==> config.mk <==
export PLATFORM = sky130hd
export DESIGN_NAME = range_encoder_carry_cache_top
export DESIGN_NICKNAME = d
export VERILOG_FILES = /design/src/hw/rtl/rcc_pkg.sv /design/src/hw/rtl/rcc_ctrl.sv /design/src/hw/rtl/rcc_datapath.sv /design/src/hw/rtl/range_encoder_carry_cache_top.sv
export SDC_FILE = /design/constraint.sdc
export NUM_CORES = 2
export LEC_CHECK = 0
export BUFFER_PORTS_ARGS = -buffer_cell sky130_fd_sc_hd__buf_4
export CAP_MARGIN = 0
export CORE_ASPECT_RATIO = 1.1
export CORE_UTILIZATION = 50
export CTS_CLUSTER_DIAMETER = 150
export DETAILED_ROUTE_END_ITERATION = 12
export HOLD_SLACK_MARGIN = 0.12
export PLACE_DENSITY = 0.7
export SYNTH_ARGS = -nofsm -noshare
export SYNTH_HDL_FRONTEND = slang
export SYNTH_SLANG_ARGS = --single-unit
==> constraint.sdc <==
create_clock -name clk -period 13.5 [get_ports clk]
set_input_delay 0.675 -clock clk [delete_from_list [all_inputs] [get_ports clk]]
set_output_delay 0.675 -clock clk [all_outputs]
set_load 0.05 [all_outputs]
==> src/hw/rtl/rcc_pkg.sv <==
// Shared types and constants for the range encoder with carry cache.
// No dependencies; used by the controller, the datapath and the top level.
`default_nettype none

package rcc_pkg;

	localparam int unsigned RANGE_W = 64;
	localparam int unsigned LOW_W = 65;
	localparam int unsigned IN_W = 32;
	localparam int unsigned RUN_W = 32;
	localparam int unsigned SHIFT_CNT_W = 4;
	localparam int unsigned DIV_CNT_W = 6;

	localparam logic [RANGE_W-1:0] TOP_LIMIT = 64'h0100_0000_0000_0000;
	localparam logic [7:0] HOLD_BYTE = 8'hFF;
	localparam logic [7:0] RUN_NO_CARRY = 8'hFF;
	localparam logic [7:0] RUN_CARRY = 8'h00;
	localparam logic [SHIFT_CNT_W-1:0] MAX_SHIFTS = 4'd9;
	localparam logic [DIV_CNT_W-1:0] DIV_LAST_STEP = 6'd63;

	// Input command codes
	localparam logic CMD_ENCODE = 1'b0;
	localparam logic CMD_FLUSH = 1'b1;

	typedef enum logic [3:0] {
		ST_IDLE,
		ST_DIV,
		ST_MUL_CL,
		ST_ADD_CL,
		ST_MUL_CH,
		ST_ADD_CH,
		ST_MUL_FL,
		ST_ADD_FL,
		ST_MUL_FH,
		ST_ADD_FH,
		ST_RENORM,
		ST_FINISH
	} state_t;

	typedef enum logic [3:0] {
		OP_NONE,
		OP_LOAD,
		OP_DIV,
		OP_MUL_CL,
		OP_ADD_CL,
		OP_MUL_CH,
		OP_ADD_CH,
		OP_MUL_FL,
		OP_ADD_FL,
		OP_MUL_FH,
		OP_ADD_FH,
		OP_SHIFT,
		OP_FINISH
	} op_t;

	typedef struct packed {
		op_t op;
	} ctrl_cmd_t;

	typedef struct packed {
		logic is_flush;
		logic div_last;
		logic more_shift;
		logic shift_ok;
		logic finish_ok;
	} ctrl_status_t;

	typedef struct packed {
		logic [7:0] lead_byte;
		logic [RUN_W-1:0] run_length;
		logic [7:0] run_byte;
		logic pending_overflow;
	} result_t;

endpackage

`default_nettype wire

==> src/hw/rtl/rcc_ctrl.sv <==
// Sequencer for the range encoder: steps divide, multiply/add and renormalize phases.
// Depends on rcc_pkg; drives rcc_datapath through command and status structs.
`default_nettype none

module rcc_ctrl (
	input  wire logic               clk,
	input  wire logic               arst_n,
	input  wire logic               in_valid,
	output logic                    in_ready,
	input  wire rcc_pkg::ctrl_status_t status,
	output rcc_pkg::ctrl_cmd_t      cmd
);

	rcc_pkg::state_t state_q;
	rcc_pkg::state_t state_nxt;

	// Hold state
	always_ff @(posedge clk or negedge arst_n) begin
		if (!arst_n) begin
			state_q <= rcc_pkg::ST_IDLE;
		end else begin
			state_q <= state_nxt;
		end
	end

	// Select next state
	always_comb begin
		state_nxt = state_q;
		case (state_q)
			rcc_pkg::ST_IDLE: begin
				if (in_valid) begin
					state_nxt = rcc_pkg::ST_DIV;
				end
			end
			rcc_pkg::ST_DIV: begin
				if (status.is_flush) begin
					state_nxt = rcc_pkg::ST_RENORM;
				end else if (status.div_last) begin
					state_nxt = rcc_pkg::ST_MUL_CL;
				end
			end
			rcc_pkg::ST_MUL_CL: state_nxt = rcc_pkg::ST_ADD_CL;
			rcc_pkg::ST_ADD_CL: state_nxt = rcc_pkg::ST_MUL_CH;
			rcc_pkg::ST_MUL_CH: state_nxt = rcc_pkg::ST_ADD_CH;
			rcc_pkg::ST_ADD_CH: state_nxt = rcc_pkg::ST_MUL_FL;
			rcc_pkg::ST_MUL_FL: state_nxt = rcc_pkg::ST_ADD_FL;
			rcc_pkg::ST_ADD_FL: state_nxt = rcc_pkg::ST_MUL_FH;
			rcc_pkg::ST_MUL_FH: state_nxt = rcc_pkg::ST_ADD_FH;
			rcc_pkg::ST_ADD_FH: state_nxt = rcc_pkg::ST_RENORM;
			rcc_pkg::ST_RENORM: begin
				if (!status.more_shift) begin
					state_nxt = rcc_pkg::ST_FINISH;
				end
			end
			rcc_pkg::ST_FINISH: begin
				if (status.finish_ok) begin
					state_nxt = rcc_pkg::ST_IDLE;
				end
			end
			default: state_nxt = rcc_pkg::ST_IDLE;
		endcase
	end

	// Drive datapath commands
	always_comb begin
		in_ready = 1'b0;
		cmd.op = rcc_pkg::OP_NONE;
		case (state_q)
			rcc_pkg::ST_IDLE: begin
				in_ready = 1'b1;
				if (in_valid) begin
					cmd.op = rcc_pkg::OP_LOAD;
				end
			end
			rcc_pkg::ST_DIV: begin
				if (!status.is_flush) begin
					cmd.op = rcc_pkg::OP_DIV;
				end
			end
			rcc_pkg::ST_MUL_CL: cmd.op = rcc_pkg::OP_MUL_CL;
			rcc_pkg::ST_ADD_CL: cmd.op = rcc_pkg::OP_ADD_CL;
			rcc_pkg::ST_MUL_CH: cmd.op = rcc_pkg::OP_MUL_CH;
			rcc_pkg::ST_ADD_CH: cmd.op = rcc_pkg::OP_ADD_CH;
			rcc_pkg::ST_MUL_FL: cmd.op = rcc_pkg::OP_MUL_FL;
			rcc_pkg::ST_ADD_FL: cmd.op = rcc_pkg::OP_ADD_FL;
			rcc_pkg::ST_MUL_FH: cmd.op = rcc_pkg::OP_MUL_FH;
			rcc_pkg::ST_ADD_FH: cmd.op = rcc_pkg::OP_ADD_FH;
			rcc_pkg::ST_RENORM: begin
				if (status.more_shift && status.shift_ok) begin
					cmd.op = rcc_pkg::OP_SHIFT;
				end
			end
			rcc_pkg::ST_FINISH: begin
				if (status.finish_ok) begin
					cmd.op = rcc_pkg::OP_FINISH;
				end
			end
			default: cmd.op = rcc_pkg::OP_NONE;
		endcase
	end

	// A finished item must leave through the finish state before a new request
	a_finish_to_idle: assert property (@(posedge clk) disable iff (!arst_n)
		(state_q == rcc_pkg::ST_IDLE && $past(state_q) != rcc_pkg::ST_IDLE)
		|-> $past(state_q) == rcc_pkg::ST_FINISH)
		else $error("idle entered from a state other than finish");

	// Division runs only for encode requests
	a_div_encode_only: assert property (@(posedge clk) disable iff (!arst_n)
		(cmd.op == rcc_pkg::OP_DIV) |-> !status.is_flush)
		else $error("divider stepped on a flush request");

	// Renormalize leaves only once no more shifts are due
	a_renorm_exit: assert property (@(posedge clk) disable iff (!arst_n)
		(state_q == rcc_pkg::ST_RENORM && state_nxt == rcc_pkg::ST_FINISH)
		|-> !status.more_shift)
		else $error("renormalize left with shifts outstanding");

endmodule

`default_nettype wire

==> src/hw/rtl/rcc_datapath.sv <==
// Datapath for the range encoder: coder state, serial divider, shared multiplier,
// renormalizing shifter, result hold stage and output register. Depends on rcc_pkg.
`default_nettype none

module rcc_datapath #(
	parameter int unsigned FREQ_BITS = 32,
	parameter int unsigned PENDING_BITS = 32
) (
	input  wire logic                      clk,
	input  wire logic                      arst_n,
	input  wire rcc_pkg::ctrl_cmd_t        cmd,
	output rcc_pkg::ctrl_status_t          status,
	input  wire logic                      command,
	input  wire logic [rcc_pkg::IN_W-1:0]  cum_low,
	input  wire logic [rcc_pkg::IN_W-1:0]  sym_freq,
	input  wire logic [rcc_pkg::IN_W-1:0]  freq_total,
	output logic                           out_valid,
	input  wire logic                      out_ready,
	output rcc_pkg::result_t               out_res,
	output logic                           out_last
);

	localparam logic [rcc_pkg::IN_W-1:0] FREQ_MASK = (FREQ_BITS >= rcc_pkg::IN_W) ?
		{rcc_pkg::IN_W{1'b1}} : rcc_pkg::IN_W'((64'd1 << FREQ_BITS) - 64'd1);
	localparam logic [PENDING_BITS-1:0] PEND_MAX = {PENDING_BITS{1'b1}};
	localparam logic [PENDING_BITS-1:0] PEND_ONE = PENDING_BITS'(1);

	// Coder state
	logic [rcc_pkg::LOW_W-1:0] low_q;
	logic [rcc_pkg::RANGE_W-1:0] range_q;
	logic [7:0] cache_q;
	logic [PENDING_BITS-1:0] pend_q;
	logic ovf_q;

	// Per-request working registers
	logic flush_q;
	logic [rcc_pkg::IN_W-1:0] cum_q;
	logic [rcc_pkg::IN_W-1:0] freq_q;
	logic [rcc_pkg::IN_W-1:0] tot_q;
	logic [rcc_pkg::RANGE_W-1:0] quo_q;
	logic [rcc_pkg::IN_W-1:0] rem_q;
	logic [rcc_pkg::DIV_CNT_W-1:0] div_cnt_q;
	logic [2*rcc_pkg::IN_W-1:0] prod_q;
	logic [2*rcc_pkg::RANGE_W-rcc_pkg::IN_W-1:0] racc_q;
	logic [rcc_pkg::SHIFT_CNT_W-1:0] shift_cnt_q;

	// Result staging
	logic hold_valid_q;
	rcc_pkg::result_t hold_q;
	logic out_valid_q;
	rcc_pkg::result_t out_q;
	logic out_last_q;

	logic [rcc_pkg::IN_W-1:0] cum_m;
	logic [rcc_pkg::IN_W-1:0] freq_m;
	logic [rcc_pkg::IN_W-1:0] tot_m;
	logic [rcc_pkg::IN_W:0] div_trial;
	logic div_ge;
	logic [rcc_pkg::IN_W-1:0] mul_a;
	logic [rcc_pkg::IN_W-1:0] mul_b;
	logic [2*rcc_pkg::RANGE_W-rcc_pkg::IN_W-1:0] rsum;
	logic emit;
	logic out_busy;
	logic [PENDING_BITS-1:0] pend_m1;
	logic [PENDING_BITS-1:0] pend_base;
	rcc_pkg::result_t shift_res;

	// Mask inputs and force zero frequencies to one
	always_comb begin
		cum_m = cum_low & FREQ_MASK;
		freq_m = sym_freq & FREQ_MASK;
		tot_m = freq_total & FREQ_MASK;
		if (freq_m == '0) begin
			freq_m = rcc_pkg::IN_W'(1);
		end
		if (tot_m == '0) begin
			tot_m = rcc_pkg::IN_W'(1);
		end
	end

	// One restoring division step
	assign div_trial = {rem_q, quo_q[rcc_pkg::RANGE_W-1]};
	assign div_ge = div_trial >= {1'b0, tot_q};

	// Select multiplier operands
	always_comb begin
		mul_a = cum_q;
		mul_b = quo_q[rcc_pkg::IN_W-1:0];
		case (cmd.op)
			rcc_pkg::OP_MUL_CH: begin
				mul_b = quo_q[rcc_pkg::RANGE_W-1:rcc_pkg::IN_W];
			end
			rcc_pkg::OP_MUL_FL: begin
				mul_a = freq_q;
			end
			rcc_pkg::OP_MUL_FH: begin
				mul_a = freq_q;
				mul_b = quo_q[rcc_pkg::RANGE_W-1:rcc_pkg::IN_W];
			end
			default: begin
				mul_a = cum_q;
			end
		endcase
	end

	assign rsum = racc_q + {prod_q, {rcc_pkg::IN_W{1'b0}}};

	// Build the result a shift would release
	assign emit = low_q[rcc_pkg::LOW_W-1] || (low_q[63:56] != rcc_pkg::HOLD_BYTE);
	assign pend_m1 = pend_q - PEND_ONE;
	assign pend_base = emit ? '0 : pend_q;
	always_comb begin
		shift_res.lead_byte = cache_q + {7'd0, low_q[rcc_pkg::LOW_W-1]};
		shift_res.run_length = rcc_pkg::RUN_W'(pend_m1);
		shift_res.run_byte = low_q[rcc_pkg::LOW_W-1] ? rcc_pkg::RUN_CARRY :
			rcc_pkg::RUN_NO_CARRY;
		shift_res.pending_overflow = ovf_q;
	end

	assign out_busy = out_valid_q && !out_ready;

	// Report status
	always_comb begin
		status.is_flush = flush_q;
		status.div_last = div_cnt_q == rcc_pkg::DIV_LAST_STEP;
		status.more_shift = (shift_cnt_q < rcc_pkg::MAX_SHIFTS) &&
			(flush_q || range_q < rcc_pkg::TOP_LIMIT);
		status.shift_ok = !(emit && hold_valid_q && out_busy);
		status.finish_ok = !(hold_valid_q && out_busy);
	end

	// Advance coder state
	always_ff @(posedge clk or negedge arst_n) begin
		if (!arst_n) begin
			low_q <= '0;
			range_q <= '1;
			cache_q <= '0;
			pend_q <= PEND_ONE;
			ovf_q <= 1'b0;
		end else begin
			case (cmd.op)
				rcc_pkg::OP_ADD_CL: begin
					low_q <= low_q + {1'b0, prod_q};
				end
				rcc_pkg::OP_ADD_CH: begin
					low_q <= low_q + {prod_q[rcc_pkg::IN_W:0], {rcc_pkg::IN_W{1'b0}}};
				end
				rcc_pkg::OP_ADD_FH: begin
					if (rsum[2*rcc_pkg::RANGE_W-rcc_pkg::IN_W-1:rcc_pkg::RANGE_W] != '0) begin
						range_q <= '1;
					end else begin
						range_q <= rsum[rcc_pkg::RANGE_W-1:0];
					end
				end
				rcc_pkg::OP_SHIFT: begin
					low_q <= {1'b0, low_q[55:0], 8'h00};
					if (!flush_q) begin
						range_q <= {range_q[55:0], 8'h00};
					end
					if (emit) begin
						cache_q <= low_q[63:56];
					end
					if (pend_base == PEND_MAX) begin
						ovf_q <= 1'b1;
						pend_q <= pend_base;
					end else begin
						pend_q <= pend_base + PEND_ONE;
					end
				end
				default: begin
					ovf_q <= ovf_q;
				end
			endcase
		end
	end

	// Load operands, step the divider and the multiplier
	always_ff @(posedge clk) begin
		case (cmd.op)
			rcc_pkg::OP_LOAD: begin
				flush_q <= command == rcc_pkg::CMD_FLUSH;
				cum_q <= cum_m;
				freq_q <= freq_m;
				tot_q <= tot_m;
				quo_q <= range_q;
				rem_q <= '0;
				div_cnt_q <= '0;
				shift_cnt_q <= '0;
			end
			rcc_pkg::OP_DIV: begin
				rem_q <= div_ge ? rcc_pkg::IN_W'(div_trial - {1'b0, tot_q}) :
					div_trial[rcc_pkg::IN_W-1:0];
				quo_q <= {quo_q[rcc_pkg::RANGE_W-2:0], div_ge};
				div_cnt_q <= div_cnt_q + 1'b1;
			end
			rcc_pkg::OP_MUL_CL, rcc_pkg::OP_MUL_CH, rcc_pkg::OP_MUL_FL,
			rcc_pkg::OP_MUL_FH: begin
				prod_q <= mul_a * mul_b;
			end
			rcc_pkg::OP_ADD_FL: begin
				racc_q <= {{(rcc_pkg::RANGE_W-rcc_pkg::IN_W){1'b0}}, prod_q};
			end
			rcc_pkg::OP_SHIFT: begin
				shift_cnt_q <= shift_cnt_q + 1'b1;
			end
			default: begin
				cum_q <= cum_q;
			end
		endcase
	end

	// Stage released results: the newest waits in hold until its successor or the end
	always_ff @(posedge clk or negedge arst_n) begin
		if (!arst_n) begin
			hold_valid_q <= 1'b0;
			out_valid_q <= 1'b0;
		end else begin
			if (cmd.op == rcc_pkg::OP_SHIFT && emit) begin
				hold_valid_q <= 1'b1;
				if (hold_valid_q) begin
					out_valid_q <= 1'b1;
				end else if (out_valid_q && out_ready) begin
					out_valid_q <= 1'b0;
				end
			end else if (cmd.op == rcc_pkg::OP_FINISH && hold_valid_q) begin
				hold_valid_q <= 1'b0;
				out_valid_q <= 1'b1;
			end else if (out_valid_q && out_ready) begin
				out_valid_q <= 1'b0;
			end
		end
	end

	// Hold result payloads
	always_ff @(posedge clk) begin
		if (cmd.op == rcc_pkg::OP_SHIFT && emit) begin
			hold_q <= shift_res;
			if (hold_valid_q) begin
				out_q <= hold_q;
				out_last_q <= 1'b0;
			end
		end else if (cmd.op == rcc_pkg::OP_FINISH && hold_valid_q) begin
			out_q <= hold_q;
			out_last_q <= 1'b1;
		end
	end

	assign out_valid = out_valid_q;
	assign out_res = out_q;
	assign out_last = out_last_q;

	// A release leaves exactly one pending byte
	a_release_pending: assert property (@(posedge clk) disable iff (!arst_n)
		(cmd.op == rcc_pkg::OP_SHIFT && emit) |=> pend_q == PEND_ONE)
		else $error("pending count not restarted after a release");

	// Each shift drops the carry bit
	a_shift_carry: assert property (@(posedge clk) disable iff (!arst_n)
		(cmd.op == rcc_pkg::OP_SHIFT) |=> !low_q[rcc_pkg::LOW_W-1])
		else $error("carry survived a shift");

	// Encode ends renormalized or at the shift bound
	a_encode_norm: assert property (@(posedge clk) disable iff (!arst_n)
		(cmd.op == rcc_pkg::OP_FINISH && !flush_q)
		|-> (range_q >= rcc_pkg::TOP_LIMIT || shift_cnt_q == rcc_pkg::MAX_SHIFTS))
		else $error("encode finished below the renormalize limit");

	// Never overwrite an untaken result
	a_no_overwrite: assert property (@(posedge clk) disable iff (!arst_n)
		(out_busy && (cmd.op == rcc_pkg::OP_SHIFT || cmd.op == rcc_pkg::OP_FINISH))
		|-> !(hold_valid_q && (emit || cmd.op == rcc_pkg::OP_FINISH)))
		else $error("output register overwritten while stalled");

endmodule

`default_nettype wire

==> src/hw/rtl/range_encoder_carry_cache_top.sv <==
// An encode request steps through accept, 64 divider steps (one quotient bit per cycle),
// the multiply/add states, renormalize shifts and exit, and finish.
// A flush request steps through accept, decode, renormalize shifts and exit, and finish.
// One request is in flight at a time; the next is accepted only after finish. The
// bit-serial 64-by-32 divider dominates encode; output stalls can hold renormalize and finish.
// The last result of a request may still wait at the output while the next is accepted.
// Reset (arst_n low) clears low, carry, cache and overflow, sets range to all ones and
// the pending count to one.
`default_nettype none

module range_encoder_carry_cache_top #(
	parameter int unsigned FREQ_BITS = 32,
	parameter int unsigned PENDING_BITS = 32
) (
	input  wire logic        clk,
	input  wire logic        arst_n,
	input  wire logic        in_valid,
	output logic             in_ready,
	input  wire logic        command,
	input  wire logic [31:0] cum_low,
	input  wire logic [31:0] sym_freq,
	input  wire logic [31:0] freq_total,
	output logic             out_valid,
	input  wire logic        out_ready,
	output logic [7:0]       lead_byte,
	output logic [31:0]      run_length,
	output logic [7:0]       run_byte,
	output logic             pending_overflow,
	output logic             last
);

	rcc_pkg::ctrl_cmd_t cmd;
	rcc_pkg::ctrl_status_t status;
	rcc_pkg::result_t res;

	rcc_ctrl u_ctrl (
		.clk      (clk),
		.arst_n   (arst_n),
		.in_valid (in_valid),
		.in_ready (in_ready),
		.status   (status),
		.cmd      (cmd)
	);

	rcc_datapath #(
		.FREQ_BITS    (FREQ_BITS),
		.PENDING_BITS (PENDING_BITS)
	) u_datapath (
		.clk        (clk),
		.arst_n     (arst_n),
		.cmd        (cmd),
		.status     (status),
		.command    (command),
		.cum_low    (cum_low),
		.sym_freq   (sym_freq),
		.freq_total (freq_total),
		.out_valid  (out_valid),
		.out_ready  (out_ready),
		.out_res    (res),
		.out_last   (last)
	);

	// Unpack the result
	assign lead_byte = res.lead_byte;
	assign run_length = res.run_length;
	assign run_byte = res.run_byte;
	assign pending_overflow = res.pending_overflow;

endmodule

`default_nettype wire
==> impl_metrics.yaml <==
run_status:
  outcome: "finished with violations"
  violations: "max-capacitance violations"
synth:
  synth.net_count: 8456
  synthesis.area_um2: 65980
  ys.flop_type: "sky130_fd_sc_hd__edfxtp_1"
  ys_warn_count: 0
  synth.top_cells.by_area: "sky130_fd_sc_hd__fa_1 (27%), sky130_fd_sc_hd__edfxtp_1 (19%), sky130_fd_sc_hd__ha_1 (8.2%)"
  async_flop_share: 0.2973
  yosysTopAreaCellShare: 0.2731
  register_area_share_after_synthesis: 0.2573
  synthCells: 7025
  ys_types: 90
  post-synth-top-area-cell: "sky130_fd_sc_hd__fa_1"
  synth_enable_flop_cells: 416
  ys_seq_elements: 592
  avgSynthCellArea_um2: 9.392
drt:
  met3WireLength_mm: 21.99
  met2_length_mm: 98.38
  drc_errors: 0
  totalWireLength_mm: 211.7
  antenna_left: 0
  detail_route.first_pass.iterations: 8
  via_count: 52818
  avgViaCountPerCell: 6.002
  top_routing_layer_used: "met5"
  drt_first_iter_violations: 4805
  wire_length_per_cell_after_detailed_routing_um: 24.05
  routedLengthMet1_mm: 76.06
clock_network:
  tritoncts: "done"
  htree_levels: 3
  cts_max_path_buffers: 3
  root_buffer: "sky130_fd_sc_hd__clkbuf_16"
  clkSlewWorstSetupHoldPaths_ns: 0.06
  postCtsSetupBuffers: 0
  cts-buffers-inserted: 69
  clock_sinks: 592
  clock_latency_ns: 0.68
  post_cts_resize_count: 0
finish:
  synthToLayoutAreaGrowth_pct: 8.184
  nets: 8410
  multiInputGateArea_um2: 44210
  layout_cells_sized_above_1: 0.08657
  final_cell_mix: "sky130_fd_sc_hd__inv_1 (962), sky130_fd_sc_hd__fa_1 (900), sky130_fd_sc_hd__nor2_1 (848), sky130_fd_sc_hd__nand2_1 (836), sky130_fd_sc_hd__ha_1 (430)"
  most_frequent_standard_cell_in_the_layout_excluding_fill_and_tap_cells: "sky130_fd_sc_hd__inv_1"
  post-route-cell-area_um2: 71380
  fill_cell_count: 11745
  regArea_um2: 16980
hold_path:
  hold_class: "in2reg"
critical_path:
  cp_max_fo: 26
  critPathArrivalTime_ns: 12.16
  slowest_stage: "sky130_fd_sc_hd__a311oi_1"
  timing.critical_path.slowest_cell_delay_ns: 1.01
  worst_setup_path_end_kind: "flip-flop"
  timing_worst_setup_path_type: "reg2reg"
  required_time_at_the_worst_slack_endpoint_ns: 13.91
  crit_path_start_kind: "flip-flop"
  critical_path.most_common_cell: "sky130_fd_sc_hd__fa_1"
timing:
  timing.final.crit_period_ns: 11.75
  skew_ns: 0.03761
  relSlewSlack: 0.006755
  grt_setup_unrepaired: "no"
  fmax_mhz: 85.08
  timing_worst_slew_pin_value_ns: 1.461
  post-route-period-util: 0.8707
  fin_tns_setup_ns: 0
  finalSetupViolCount: 0
  report.final.hold_viol_count: 0
  maxSlewViolCount: 0
floorplan:
  core_area_um2: 130800
  pin_count: 153
  die_area_um2: 133400
  initial_standard_cell_utilization_of_the_core: 0.5045
  num_rows: 139
  die_y_um: 383
  die-width_um: 348.4
placed_design:
  place.detailed.hpwl_mm: 160.4
  placement.io_buffers: 152
  place_area_um2: 69040
  place.gp.congestion: 0.9845
global_routing:
  grt_antenna_before_repair: 11
  track_usage: 0.3190
  first_global_vias: 54214
  grt_remaining_overflow: 0
  grt_start_max_net_pins: 72
  grt_pass1_wl_mm: 320.0
job:
  max-cap-violations: 1
[critical path: cells and delay by family (launching register included)]
kind	cells	cell delay, ns
xor+xnor	1	0.12
compound gates	8	3.32
buf+inv	4	0.88
flops	1	0.60
fa+ha+maj	9	3.72
simple gates	5	1.59
mux	2	1.17
[cells by family (layout without fill, tap and decap cells)]
logic type                 count (synthesis)  count (layout)  synth area share
other                                      0               3                 0
DFF                                      592             592            0.2573
muxes                                    158             158           0.02516
buffers and inverters                   1352            1362           0.07799
and+or+nand+nor                         2275            2275            0.1508
AOI/OAI and AO/OA                       1057            1057           0.09946
xor gates and xnor gates                 261             261           0.03464
adders and majority gates               1330            1330            0.3546
[sequential cells by signal (all words and copies together) (netlist names)]
name	cells
u_ctrl.state_q	4
u_datapath.cache_q	8
u_datapath.cum_q	32
u_datapath.div_cnt_q	6
u_datapath.flush_q	1
u_datapath.freq_q	32
u_datapath.hold_q	42
u_datapath.hold_valid_q	1
u_datapath.low_q	65
u_datapath.out_last	1
u_datapath.out_res	42
u_datapath.out_valid	1
u_datapath.ovf_q	1
u_datapath.pend_q	32
u_datapath.prod_q	64
u_datapath.quo_q	64
u_datapath.racc_q	64
u_datapath.range_q	64
u_datapath.rem_q	32
u_datapath.shift_cnt_q	4
u_datapath.tot_q	32
[path summary, 6_finish.rpt]
| path | start | to | slack (ns) | depth (start not counted) |
|---|---|---|---|---|
| min in group asynchronous | arst_n | u_datapath.low_q[62] | 0.54 | 2 |
| setup reg to reg | u_ctrl.state_q[2] | u_datapath.prod_q[63] | 1.75 | 29 |
| hold / removal | cum_low[5] | u_datapath.cum_q[5] | 0.17 | 1 |
| max in group asynchronous | arst_n | u_datapath.pend_q[5] | 11.58 | 3 |
| hold reg to reg | u_datapath.hold_q[25] | u_datapath.out_res[25] | 0.40 | 0 |
| setup / recovery | u_ctrl.state_q[2] | u_datapath.prod_q[63] | 1.75 | 29 |
[stage by stage]
step | worst slack (ns) | instances | utilization | hold WS [ns]
final | 1.746 | 8800 | 0.5458 | 0.1733
after global routing | 1.461 | 8797 | 0.5457 | 0.1591
after CTS | 1.924 | 8797 | 0.5457 | 0.1356
after detailed placement | 1.929 | 8669 | 0.5279 | 0.4045
after global placement | 2.170 | 8669 | 0.5279 | 0.4006
after floorplan | 3.890 | 7025 | - | 0.3794
[layout make-up]
cell class,count,area share
flip-flops and latches,592,0.2378
clock inverters,39,0.006783
inverters,964,0.05073
well taps,1762,0.03088
clock buffers,88,0.02577
multi-input cells,5081,0.6193
repair buffers,271,0.02859
diodes,3,0.0001052
[what timing repair did]
item	in CTS	in global routing
endpoints found under the hold margin	48	0
hold buffers	1	0
endpoints found under the setup margin	0	0
[routing by layer]
layer | global-route usage | up-vias
met3 | 0.07189 | 780
met2 | 0.5148 | 2846
met4 | 0.1979 | 8
met1 | 0.3884 | 26237
li1 | - | 22947
met5 | 0 | -
[synth_stat cells (92+ instances only)]
master                       n
sky130_fd_sc_hd__nand2_1   837
sky130_fd_sc_hd__nor4_1     92
sky130_fd_sc_hd__mux2i_1    95
sky130_fd_sc_hd__xnor2_1   148
sky130_fd_sc_hd__edfxtp_1  416
sky130_fd_sc_hd__a21o_1     93
sky130_fd_sc_hd__ha_1      430
sky130_fd_sc_hd__xor2_1    113
sky130_fd_sc_hd__dfrtp_1   111
sky130_fd_sc_hd__nor2_1    853
sky130_fd_sc_hd__fa_1      900
sky130_fd_sc_hd__inv_1     963
sky130_fd_sc_hd__o21ai_0   242
sky130_fd_sc_hd__clkbuf_1  336
sky130_fd_sc_hd__a21oi_1   362
Power is left out: the tool's default activity adds up to more than one toggle a clock period on the data nets, which glitch-free logic cannot reach.
